$ cat config.mk
export PLATFORM = sky130hd
export DESIGN_NAME = copy_request_ring_with_fence_top
export DESIGN_NICKNAME = d
export VERILOG_FILES = /design/src/sv/crf_pkg.sv /design/src/sv/copy_request_ring_with_fence_top.sv /design/src/sv/crf_ram.sv /design/src/sv/crf_match.sv
export SDC_FILE = /design/constraint.sdc
export NUM_CORES = 1
export LEC_CHECK = 0
export BUFFER_PORTS_ARGS = -buffer_cell sky130_fd_sc_hd__buf_2
export CAP_MARGIN = 5
export CELL_PAD_IN_SITES_DETAIL_PLACEMENT = 1
export CELL_PAD_IN_SITES_GLOBAL_PLACEMENT = 1
export CORE_ASPECT_RATIO = 0.6
export CORE_MARGIN = 1.5
export CORE_UTILIZATION = 35
export DETAILED_ROUTE_END_ITERATION = 6
export GPL_ROUTABILITY_DRIVEN = 1
export HOLD_SLACK_MARGIN = 0.05
export PLACE_DENSITY = 0.55
export SYNTH_ARGS = -nofsm -noshare
export SYNTH_HDL_FRONTEND = slang
export SYNTH_HIERARCHICAL = 1
export SYNTH_SLANG_ARGS = --single-unit
$ cat constraint.sdc
create_clock -name clock -period 20.8 [get_ports clock]
set_input_delay 4.16 -clock clock [delete_from_list [all_inputs] [get_ports clock]]
set_output_delay 4.16 -clock clock [all_outputs]
set_load 0.01 [all_outputs]
$ cat src/sv/crf_pkg.sv
// Shared types, field widths and operation codes for the copy request ring.
package crf_pkg;

   localparam int OWNER_W     = 8;
   localparam int ADDR_W      = 39;
   localparam int LEN_W       = 31;
   localparam int RANGE_W     = ADDR_W + 1;
   localparam int REQ_TDATA_W = 120;
   localparam int RSP_TDATA_W = 128;
   localparam int RING_DEPTH_DEF = 8;

   typedef enum logic [1:0] {
      KIND_SUBMIT   = 2'd0,
      KIND_PEEK     = 2'd1,
      KIND_COMPLETE = 2'd2,
      KIND_SYNC     = 2'd3
   } kind_type;

   typedef enum logic [1:0] {
      STATUS_NONE = 2'd0,
      STATUS_OK   = 2'd1,
      STATUS_FAIL = 2'd2
   } status_type;

   // Request payload as it sits in req_tdata, last field in the low bits.
   typedef struct packed {
      logic               task_ok;
      logic [LEN_W-1:0]   length;
      logic [ADDR_W-1:0]  dst_addr;
      logic [ADDR_W-1:0]  src_addr;
      logic [OWNER_W-1:0] owner;
   } req_type;

   // One stored copy descriptor.
   typedef struct packed {
      logic [OWNER_W-1:0] owner;
      logic [LEN_W-1:0]   length;
      logic [ADDR_W-1:0]  dst_addr;
      logic [ADDR_W-1:0]  src_addr;
   } entry_type;

   // Fence query held for the duration of a sync scan.
   typedef struct packed {
      logic [OWNER_W-1:0] owner;
      logic [ADDR_W-1:0]  base;
      logic [RANGE_W-1:0] limit;
   } query_type;

   // Result payload as it sits in rsp_tdata, last field in the low bits.
   typedef struct packed {
      logic               pending;
      status_type         done_status;
      logic [OWNER_W-1:0] head_owner;
      logic [LEN_W-1:0]   head_length;
      logic [ADDR_W-1:0]  head_dst;
      logic [ADDR_W-1:0]  head_src;
      logic               queue_empty;
      logic               accepted;
   } rsp_type;

endpackage

$ cat src/sv/copy_request_ring_with_fence_top.sv
// Copy descriptor ring with a fence query that scans the pending entries.
// Sync reads one entry a cycle through the descriptor RAM read port.
// One request is worked on at a time and the next is accepted in the cycle after
// its result is loaded; a result still held by rsp_tready delays that load.
// Reset empties the ring.
module copy_request_ring_with_fence_top #(
   parameter int RING_DEPTH = crf_pkg::RING_DEPTH_DEF
) (
   input  logic                            clock,
   input  logic                            reset,
   input  logic                            req_tvalid,
   output logic                            req_tready,
   // owner, src_addr, dst_addr, length, task_ok; zero padded
   input  logic [crf_pkg::REQ_TDATA_W-1:0] req_tdata,
   // kind
   input  logic [1:0]                      req_tuser,
   output logic                            rsp_tvalid,
   input  logic                            rsp_tready,
   // accepted, queue_empty, head_src, head_dst, head_length, head_owner,
   // done_status, pending; zero padded
   output logic [crf_pkg::RSP_TDATA_W-1:0] rsp_tdata
);
   import crf_pkg::*;

   localparam int IDX_W = $clog2(RING_DEPTH);

   typedef enum logic [2:0] {
      ST_IDLE,
      ST_EXEC,
      ST_PEEK,
      ST_SCAN,
      ST_DONE
   } state_type;

   state_type        state_ff, state_in;
   kind_type         kind_ff, kind_in;
   req_type          req_ff, req_in;
   query_type        query_ff, query_in;
   logic [IDX_W-1:0] head_ff, head_in;
   logic [IDX_W-1:0] tail_ff, tail_in;
   logic [IDX_W-1:0] scan_ff, scan_in;
   logic             rd_pend_ff, rd_pend_in;
   logic             hit_ff, hit_in;
   rsp_type          res_ff, res_in;
   logic             rsp_tvalid_ff, rsp_tvalid_in;
   rsp_type          rsp_data_ff, rsp_data_in;

   req_type          req_word;
   entry_type        wr_entry;
   entry_type        rd_entry;
   logic [$bits(entry_type)-1:0] rd_word;
   logic             wr_en;
   logic             rd_en;
   logic [IDX_W-1:0] rd_addr;
   logic             entry_hit;

   function automatic logic [IDX_W-1:0] ring_next(input logic [IDX_W-1:0] idx);
      logic [IDX_W-1:0] nxt;
      if (idx == IDX_W'(RING_DEPTH - 1)) begin
         nxt = '0;
      end else begin
         nxt = idx + 1'b1;
      end
      return nxt;
   endfunction

   assign req_word = req_type'(req_tdata[$bits(req_type)-1:0]);

   assign wr_entry.owner    = req_ff.owner;
   assign wr_entry.length   = req_ff.length;
   assign wr_entry.dst_addr = req_ff.dst_addr;
   assign wr_entry.src_addr = req_ff.src_addr;

   crf_ram #(
      .WIDTH ($bits(entry_type)),
      .DEPTH (RING_DEPTH)
   ) u_desc_ram (
      .clock   (clock),
      .wr_en   (wr_en),
      .wr_addr (tail_ff),
      .wr_data (wr_entry),
      .rd_en   (rd_en),
      .rd_addr (rd_addr),
      .rd_data (rd_word)
   );

   assign rd_entry = entry_type'(rd_word);

   crf_match u_match (
      .entry (rd_entry),
      .query (query_ff),
      .hit   (entry_hit)
   );

   assign req_tready = state_ff == ST_IDLE;
   assign rsp_tvalid = rsp_tvalid_ff;
   assign rsp_tdata  = {{(RSP_TDATA_W-$bits(rsp_type)){1'b0}}, rsp_data_ff};

   always_comb begin
      state_in      = state_ff;
      kind_in       = kind_ff;
      req_in        = req_ff;
      query_in      = query_ff;
      head_in       = head_ff;
      tail_in       = tail_ff;
      scan_in       = scan_ff;
      rd_pend_in    = rd_pend_ff;
      hit_in        = hit_ff;
      res_in        = res_ff;
      rsp_tvalid_in = rsp_tvalid_ff;
      rsp_data_in   = rsp_data_ff;
      wr_en         = 1'b0;
      rd_en         = 1'b0;
      rd_addr       = head_ff;

      if (rsp_tvalid_ff && rsp_tready) begin
         rsp_tvalid_in = 1'b0;
      end

      unique case (state_ff)
         ST_IDLE: begin
            if (req_tvalid) begin
               kind_in        = kind_type'(req_tuser);
               req_in         = req_word;
               query_in.owner = req_word.owner;
               query_in.base  = req_word.dst_addr;
               query_in.limit = {1'b0, req_word.dst_addr}
                              + {{(RANGE_W-LEN_W){1'b0}}, req_word.length};
               state_in       = ST_EXEC;
            end
         end
         ST_EXEC: begin
            res_in   = '0;
            state_in = ST_DONE;
            unique case (kind_ff)
               KIND_SUBMIT: begin
                  if (ring_next(tail_ff) != head_ff) begin
                     wr_en           = 1'b1;
                     tail_in         = ring_next(tail_ff);
                     res_in.accepted = 1'b1;
                  end else begin
                     res_in.queue_empty = head_ff == tail_ff;
                  end
               end
               KIND_PEEK: begin
                  if (head_ff == tail_ff) begin
                     res_in.queue_empty = 1'b1;
                  end else begin
                     rd_en    = 1'b1;
                     rd_addr  = head_ff;
                     state_in = ST_PEEK;
                  end
               end
               KIND_COMPLETE: begin
                  if (head_ff == tail_ff) begin
                     res_in.queue_empty = 1'b1;
                  end else begin
                     head_in            = ring_next(head_ff);
                     res_in.done_status = req_ff.task_ok ? STATUS_OK : STATUS_FAIL;
                     res_in.queue_empty = ring_next(head_ff) == tail_ff;
                  end
               end
               KIND_SYNC: begin
                  scan_in    = head_ff;
                  rd_pend_in = 1'b0;
                  hit_in     = 1'b0;
                  state_in   = ST_SCAN;
               end
               default: begin
                  state_in = ST_DONE;
               end
            endcase
         end
         ST_PEEK: begin
            res_in.head_src    = rd_entry.src_addr;
            res_in.head_dst    = rd_entry.dst_addr;
            res_in.head_length = rd_entry.length;
            res_in.head_owner  = rd_entry.owner;
            state_in           = ST_DONE;
         end
         ST_SCAN: begin
            // One read is issued per cycle; its data is compared in the next cycle.
            if (rd_pend_ff && entry_hit) begin
               hit_in = 1'b1;
            end
            if (scan_ff != tail_ff) begin
               rd_en      = 1'b1;
               rd_addr    = scan_ff;
               scan_in    = ring_next(scan_ff);
               rd_pend_in = 1'b1;
            end else begin
               rd_pend_in = 1'b0;
               if (!rd_pend_ff) begin
                  res_in.pending     = hit_ff;
                  res_in.queue_empty = head_ff == tail_ff;
                  state_in           = ST_DONE;
               end
            end
         end
         ST_DONE: begin
            if (!rsp_tvalid_ff || rsp_tready) begin
               rsp_tvalid_in = 1'b1;
               rsp_data_in   = res_ff;
               state_in      = ST_IDLE;
            end
         end
         default: begin
            state_in = ST_IDLE;
         end
      endcase
   end

   always_ff @(posedge clock) begin
      if (reset) begin
         state_ff      <= ST_IDLE;
         head_ff       <= '0;
         tail_ff       <= '0;
         rd_pend_ff    <= 1'b0;
         rsp_tvalid_ff <= 1'b0;
      end else begin
         state_ff      <= state_in;
         head_ff       <= head_in;
         tail_ff       <= tail_in;
         rd_pend_ff    <= rd_pend_in;
         rsp_tvalid_ff <= rsp_tvalid_in;
      end
      kind_ff     <= kind_in;
      req_ff      <= req_in;
      query_ff    <= query_in;
      scan_ff     <= scan_in;
      hit_ff      <= hit_in;
      res_ff      <= res_in;
      rsp_data_ff <= rsp_data_in;
   end

endmodule

$ cat src/sv/crf_ram.sv
// Generic single write port, single read port RAM with registered read data.
module crf_ram #(
   parameter int WIDTH = 8,
   parameter int DEPTH = 8
) (
   input  logic                     clock,
   input  logic                     wr_en,
   input  logic [$clog2(DEPTH)-1:0] wr_addr,
   input  logic [WIDTH-1:0]         wr_data,
   input  logic                     rd_en,
   input  logic [$clog2(DEPTH)-1:0] rd_addr,
   output logic [WIDTH-1:0]         rd_data
);

   logic [WIDTH-1:0] mem_ff [DEPTH];
   logic [WIDTH-1:0] rd_data_ff;

   always_ff @(posedge clock) begin
      if (wr_en) begin
         mem_ff[wr_addr] <= wr_data;
      end
      if (rd_en) begin
         rd_data_ff <= mem_ff[rd_addr];
      end
   end

   assign rd_data = rd_data_ff;

endmodule

$ cat src/sv/crf_match.sv
// Fence compare unit: tests one stored descriptor against the sync query.
module crf_match (
   input  crf_pkg::entry_type entry,
   input  crf_pkg::query_type query,
   output logic               hit
);
   import crf_pkg::*;

   logic [RANGE_W-1:0] entry_end;
   logic               below_limit;
   logic               above_base;
   logic               any_range;

   // Range sums are one bit wider than an address, so they never wrap.
   assign entry_end   = {1'b0, entry.dst_addr} + {{(RANGE_W-LEN_W){1'b0}}, entry.length};
   assign below_limit = {1'b0, entry.dst_addr} < query.limit;
   assign above_base  = entry_end > {1'b0, query.base};
   assign any_range   = query.base == '0;

   assign hit = (entry.owner == query.owner) && (any_range || (below_limit && above_base));

endmodule

==> metrics, run 1 <==
status finished clean; GRT overflow 0; GPL Wtd Cong just over 0.8; Post-Synth XOR/XNOR Area 0.0122; vias in the first global route 30200; HPWL Detailed about 90 mm; post_cts resized 0; cell family with most CP delay compound AO/OA/AOI/OAI gates; Starting Density 0.353; antenna violations before repair 28; FFs w/ async S/R, synth 0; post-layout min period 6690 ps; crit-path max FO 5; Main synth FF type edfxtp_1; total number of yosys warnings 6; CP Launch Type flip-flop; # IOs 256; Die Height 321 um; CTS max path bufs 3; first-pass GRT wire length 220 mm; worst hold slack between 400 and 500 ps; Cell variety after synth 94; port bufs 247; total core area 167000 um^2; achievable clock frequency 0.150 GHz; Req. time, crit path 21300 ps; Synth top area share 0.745; Vias 28900; CTS sink cnt 1472; Crit Path Class flip-flop to flip-flop; 1st-pass router iterations 5; DRC 0; count leader, synth edfxtp_1; WL/cell 26.8 um; Synth area leader edfxtp_1; Clock transition at path regs 70 ps; Slew HR 0.256; RSZ-0062 raised after global routing no; multiplexer share of the synthesized area 0.117; Root Driver clkbuf_16; Post-CTS Setup Bufs 0; Setup violations, final 0; Leak 22.4 nW; commonest cells in the netlist edfxtp_1, mux4_2, ha_1, and2_1, inv_1; Tightest Pin Transition ~1100 ps; starting DRC count in detailed routing between 1500 and 2000; largest family of logic cells by synthesized area multiplexers; Post-Synth Simple-Gate Area 0.0415; Tcrit/Tclk final 0.322; CP arrival 7190 ps; Worst path max stage delay a little over 900 ps; Cell Pwr Density 92.6 nW/um^2; Slowest-stage cell, CP nor3_1; EDFF count, synth 1461; Final Skew 37.7 ps; final WL 152 mm; full die area approximately 170000 um^2; Compound-Gate Fraction of Synth Area 0.0323; post-placement cell count roughly 5400; Synth area leaders edfxtp_1, mux4_2, ha_1; area grow syn2layout 14.7%; post-route insts no fill 5681; Tot Pwr 6.26 mW; Hold-fix buffers, CTS 0; final hold violation count 0; Total GRT Usage 0.179; Syn Std Cell Area 58900 um^2; sequential fraction of the synthesis area 0.748; max-cap viol count 0; Die X 533 um; Worst setup EP type flip-flop; layout cells sized above 1 0.258; Setup TNS 0 ps; worst vdd ir 73.9 uV; nets 3594; Final Max Tran Viols 0; Final ANT Viol Nets 0; largest net degree at the start of global routing 119; CP cell instances ha_1 > a21o_1 > a221oi_1 > o21ai_0 > a21oi_2 > a2bb2oi_2 > a311oi_2 > nand3_1 > xnor2_1 > ha_1 > and4_1 > nand4_1 > nor3_1 > o31ai_1 > a41o_1 > nand4_1 > a32oi_1 > o21ai_1 > nand3_1 > nand2_1; H-tree depth 4; Vias/cell about 5.1; clk_lat worst skew 800 ps; cell row count 116; Post-Synth Adder-Cell Area 0.0315; CTS Buf Count 146; HP Class flip-flop to flip-flop; synthesized instance count 2977; Synth Register Bits 1472; CTS tree done; synthesized area per cell 19.8 um^2; WP buf/inv 0
## worst register-to-register path, stage by stage (launching register included)
cell,delay [ps]
edfxtp_1,580
ha_1,440
a21o_1,230
a221oi_1,410
o21ai_0,180
a21oi_2,390
a2bb2oi_2,480
a311oi_2,340
nand3_1,190
xnor2_1,80
ha_1,290
and4_1,170
nand4_1,180
nor3_1,930
o31ai_1,210
a41o_1,370
nand4_1,160
a32oi_1,80
o21ai_1,450
nand3_1,140
nand2_1,100
## per-stage QoR
| stage | setup slack, ps | cell area [um^2] | util |
|---|---|---|---|
| after floorplan | 10320 | 58900 | - |
| after global placement | 13620 | 62900 | 0.377 |
| after detailed placement | 13600 | 62900 | 0.377 |
| after CTS | 14130 | 67600 | 0.405 |
| after global routing | 13780 | 67600 | 0.405 |
| final | 14110 | 67600 | 0.405 |
## report_power, final
part / internal, mW / leakage, nW / switching [mW]
sequential: 3.35 / 13.4 / 0.0570
combinational: 0.0847 / 6.68 / 0.151
clock: 1.46 / 2.26 / 1.16
total: 4.89 / 22.4 / 1.37
## layout make-up
type                       count  area (um^2)
fill                       16000        99300
inverter                     102          383
antenna                        6         15.0
sequential                  1472        44100
clock buffer                 175         3830
clock inverter                85          867
multi-input combinational   1316        14000
tap                         2242         2810
timing repair buffer         283         1610
## path summary, 6_finish.rpt
path	to	slack, ps	cells past startpoint	start
worst max-delay path	hit_ff$_DFFE_PP_	14110	20	u_desc_ram/rd_data[49]$_DFFE_PP_
worst max register to register	hit_ff$_DFFE_PP_	14110	20	u_desc_ram/rd_data[49]$_DFFE_PP_
worst min-delay path	rsp_tdata[94]$_DFFE_PP_	410	0	res_ff[94]$_SDFFCE_PN0P_
worst min register to register	rsp_tdata[94]$_DFFE_PP_	410	0	res_ff[94]$_SDFFCE_PN0P_
## cells by family after synthesis
| logic type | count (synthesis) |
|---|---|
| muxes | 360 |
| xor gates and xnor gates | 82 |
| AOI/OAI and AO/OA | 279 |
| and+or+nand+nor | 442 |
| adders and majority gates | 147 |
| other | 1 |
| DFF | 1472 |
| buffers and inverters | 194 |
## cell usage in the layout, fill, tap and decap left out, types with 12 or more instances in the layout
cell type / count
a21o_1: 43
a21oi_1: 79
a31oi_1: 12
and2_1: 125
and3_1: 14
buf_2: 247
buf_4: 28
clkbuf_1: 26
clkbuf_16: 149
clkinv_1: 34
clkinv_2: 18
edfxtp_1: 1461
ha_1: 145
inv_1: 101
mux2_2: 60
mux2_4: 57
mux4_2: 234
nand2_1: 65
nand2b_1: 19
nand3_1: 30
nand4_1: 22
nor2_1: 59
nor2b_1: 15
nor3_1: 21
nor4_1: 15
o211ai_1: 12
o21ai_0: 46
xnor2_1: 55
xor2_1: 27
## layer usage
layer / up-vias / routed length [um] / global-route usage
met5: - / 27 / 0
met4: 4 / 2970 / 0.0443
met3: 208 / 6790 / 0.0319
met2: 640 / 67700 / 0.267
met1: 15400 / 74900 / 0.270
li1: 12600 / - / -
## state kept, by name (all words and copies together), names as in the netlist
name / cells
u_desc_ram/mem_ff: 936
rsp_tvalid: 1
tail_ff: 3
query_ff: 87
res_ff: 122
scan_ff: 3
u_desc_ram/rd_data: 117
hit_ff: 1
head_ff: 3
rsp_tdata: 122
rd_pend_ff: 1
kind_ff: 2
state_ff: 3
req_ff: 71
No activity file was read; power rests on OpenSTA's default activity.
==> inputs of run 2 (changes only) <==
- clock period: 20.8 -> 6.9 ns (I/O delays scaled with it)
==> run 2 against run 1 <==
- fmax increased by 21%
- flip-flop and latch count unchanged
- combinational power rose to 3.1 times the previous value
- count of clock-buffer cells in the layout is 4 lower
- power grew to 3.1 times the previous value
- non-clock buffer count rose by 7
- setup slack got worse by 13000 ps
- critical path depth up 2
- utilization grew 0.25 points
- clock power rose to 3.1 times the previous value
==> metrics, run 2 (synthesis gave the netlist of run 1 again) <==
status finished clean; Slew HR 0.358; HP Class flip-flop to flip-flop; Most flops, register u_desc_ram/mem_ff; # IOs about 260; Cell Pwr Density 281 nW/um^2; clk_lat worst skew approximately 800 ps; met2 Track Usage GR 0.272; cell family with most CP delay compound AO/OA/AOI/OAI gates; largest net degree at the start of global routing 119; post_cts resized 0; CTS tree done; Setup TNS 0 ps; max-cap viol count 0; port bufs 247; layout cells sized above 1 0.263; most frequent cells in the layout edfxtp_1, buf_2, mux4_2; Starting Density 0.353; area post-placement 63100 um^2; Die Height 321 um; Total GRT Usage 0.182; achievable clock frequency between 0.15 and 0.2 GHz; first-pass GRT wire length around 220 mm; Root Driver clkbuf_16; final hold violation count 0; Worst path max stage delay ~560 ps; starting DRC count in detailed routing 2192; grt peak-use layer met1; Final Skew 37.4 ps; total core area 167000 um^2; GPL Wtd Cong 0.817; GRT overflow 0; Post-CTS Setup Bufs 0; post-layout min period about 5500 ps; 1st-pass router iterations 5; antenna violations before repair 27; Hold-fix buffers, CTS 0; final instance area 68000 um^2; Worst setup EP type flip-flop; area grow syn2layout 15.4%; Vias/cell 5.11; HPWL Detailed around 95 mm; CTS max path bufs 3; cell row count 116; CP Launch Type flip-flop; vias in the first global route 30600; WP buf/inv 1; RSZ-0062 raised after global routing no; Largest register FFs 936; WL/cell ~27 um; crit-path max FO 5; commonest non-fill, non-tap cell in the layout edfxtp_1; Tcrit/Tclk final 0.803; DRC 0; met3 Use GR 0.0304; Leak 22.5 nW; Die X ~530 um; GR Util met1 0.275; Req. time, crit path ~7400 ps; Setup violations, final 0; CTS sink cnt around 1500; Tightest Pin Transition 960 ps; CP arrival 6040 ps; CTS Buf Count approximately 150; full die area 171000 um^2; final core utilization 0.407; final WL 155 mm; Slowest-stage cell, CP o21ai_1; Final ANT Viol Nets 0; worst vdd ir 192 uV; Crit Path Class flip-flop to flip-flop; nets 3603; Clock transition at path regs 60 ps; Vias 29100; Final Max Tran Viols 0; CP cell instances ha_1 > inv_1 > fa_1 > and2b_1 > o31ai_2 > a21o_1 > o21ai_0 > a211o_1 > a31o_2 > nand2_1 > xnor2_1 > ha_1 > and4_1 > nand4_1 > nor3_1 > o31ai_1 > a41o_1 > nand4_1 > a32oi_1 > o21ai_1 > nand3_1 > nand2_1; H-tree depth 4
[run 2: changes by cell type in the layout (fill, tap and decap cells not counted), sizes merged]
cell / before / now
clkbuf: 175 / 171
bufinv: 11 / 13
clkinv: 63 / 62
clkinvlp: 6 / 11
diode: 6 / 8
buf: 283 / 290
[run 2: per-layer routing]
layer  vias up  wire length [um]  share of wire
met5         -                 9       0.000058
met2       637             69200           0.45
li1      12700                 -              -
met4         2              2810          0.018
met3       202              6700          0.043
met1     15600             76400           0.49
[run 2: final timing paths]
kind	start	to	slack (ps)	cells after the start
hold / removal	res_ff[12]$_SDFFCE_PN0P_	rsp_tdata[12]$_DFFE_PP_	420	0
hold reg to reg	res_ff[12]$_SDFFCE_PN0P_	rsp_tdata[12]$_DFFE_PP_	420	0
setup / recovery	u_desc_ram/rd_data[39]$_DFFE_PP_	hit_ff$_DFFE_PP_	1360	22
setup reg to reg	u_desc_ram/rd_data[39]$_DFFE_PP_	hit_ff$_DFFE_PP_	1360	22
[run 2: area by class of cell]
type / instances / area [um^2]
fillers: 16000 / 98900
flip-flops and latches: 1472 / 44100
multi-input cells: 1316 / 14000
clock buffers: 171 / 3810
well taps: 2242 / 2810
repair buffers: 290 / 1830
clock inverters: 91 / 1050
inverters: 102 / 383
diodes: 8 / 20.0
[run 2: power breakdown]
group	total, mW	internal (mW)	switching (mW)
Sequential	10.3	10.1	0.173
Combinational	0.724	0.259	0.465
Clock	8.15	4.52	3.63
Total	19.1	14.9	4.27
[run 2: per-stage QoR]
step | setup WS (ps) | hold slack, ps | cells | power (mW)
floorplan | -477 | 400 | 2982 | 10.8
global placement | 1400 | 404 | 5422 | 11.2
detailed placement | 1310 | 405 | 5422 | 11.2
CTS | 1300 | 408 | 5684 | 19.4
global route | 1070 | 413 | 5687 | 19.8
finish | 1360 | 416 | 5692 | 19.1
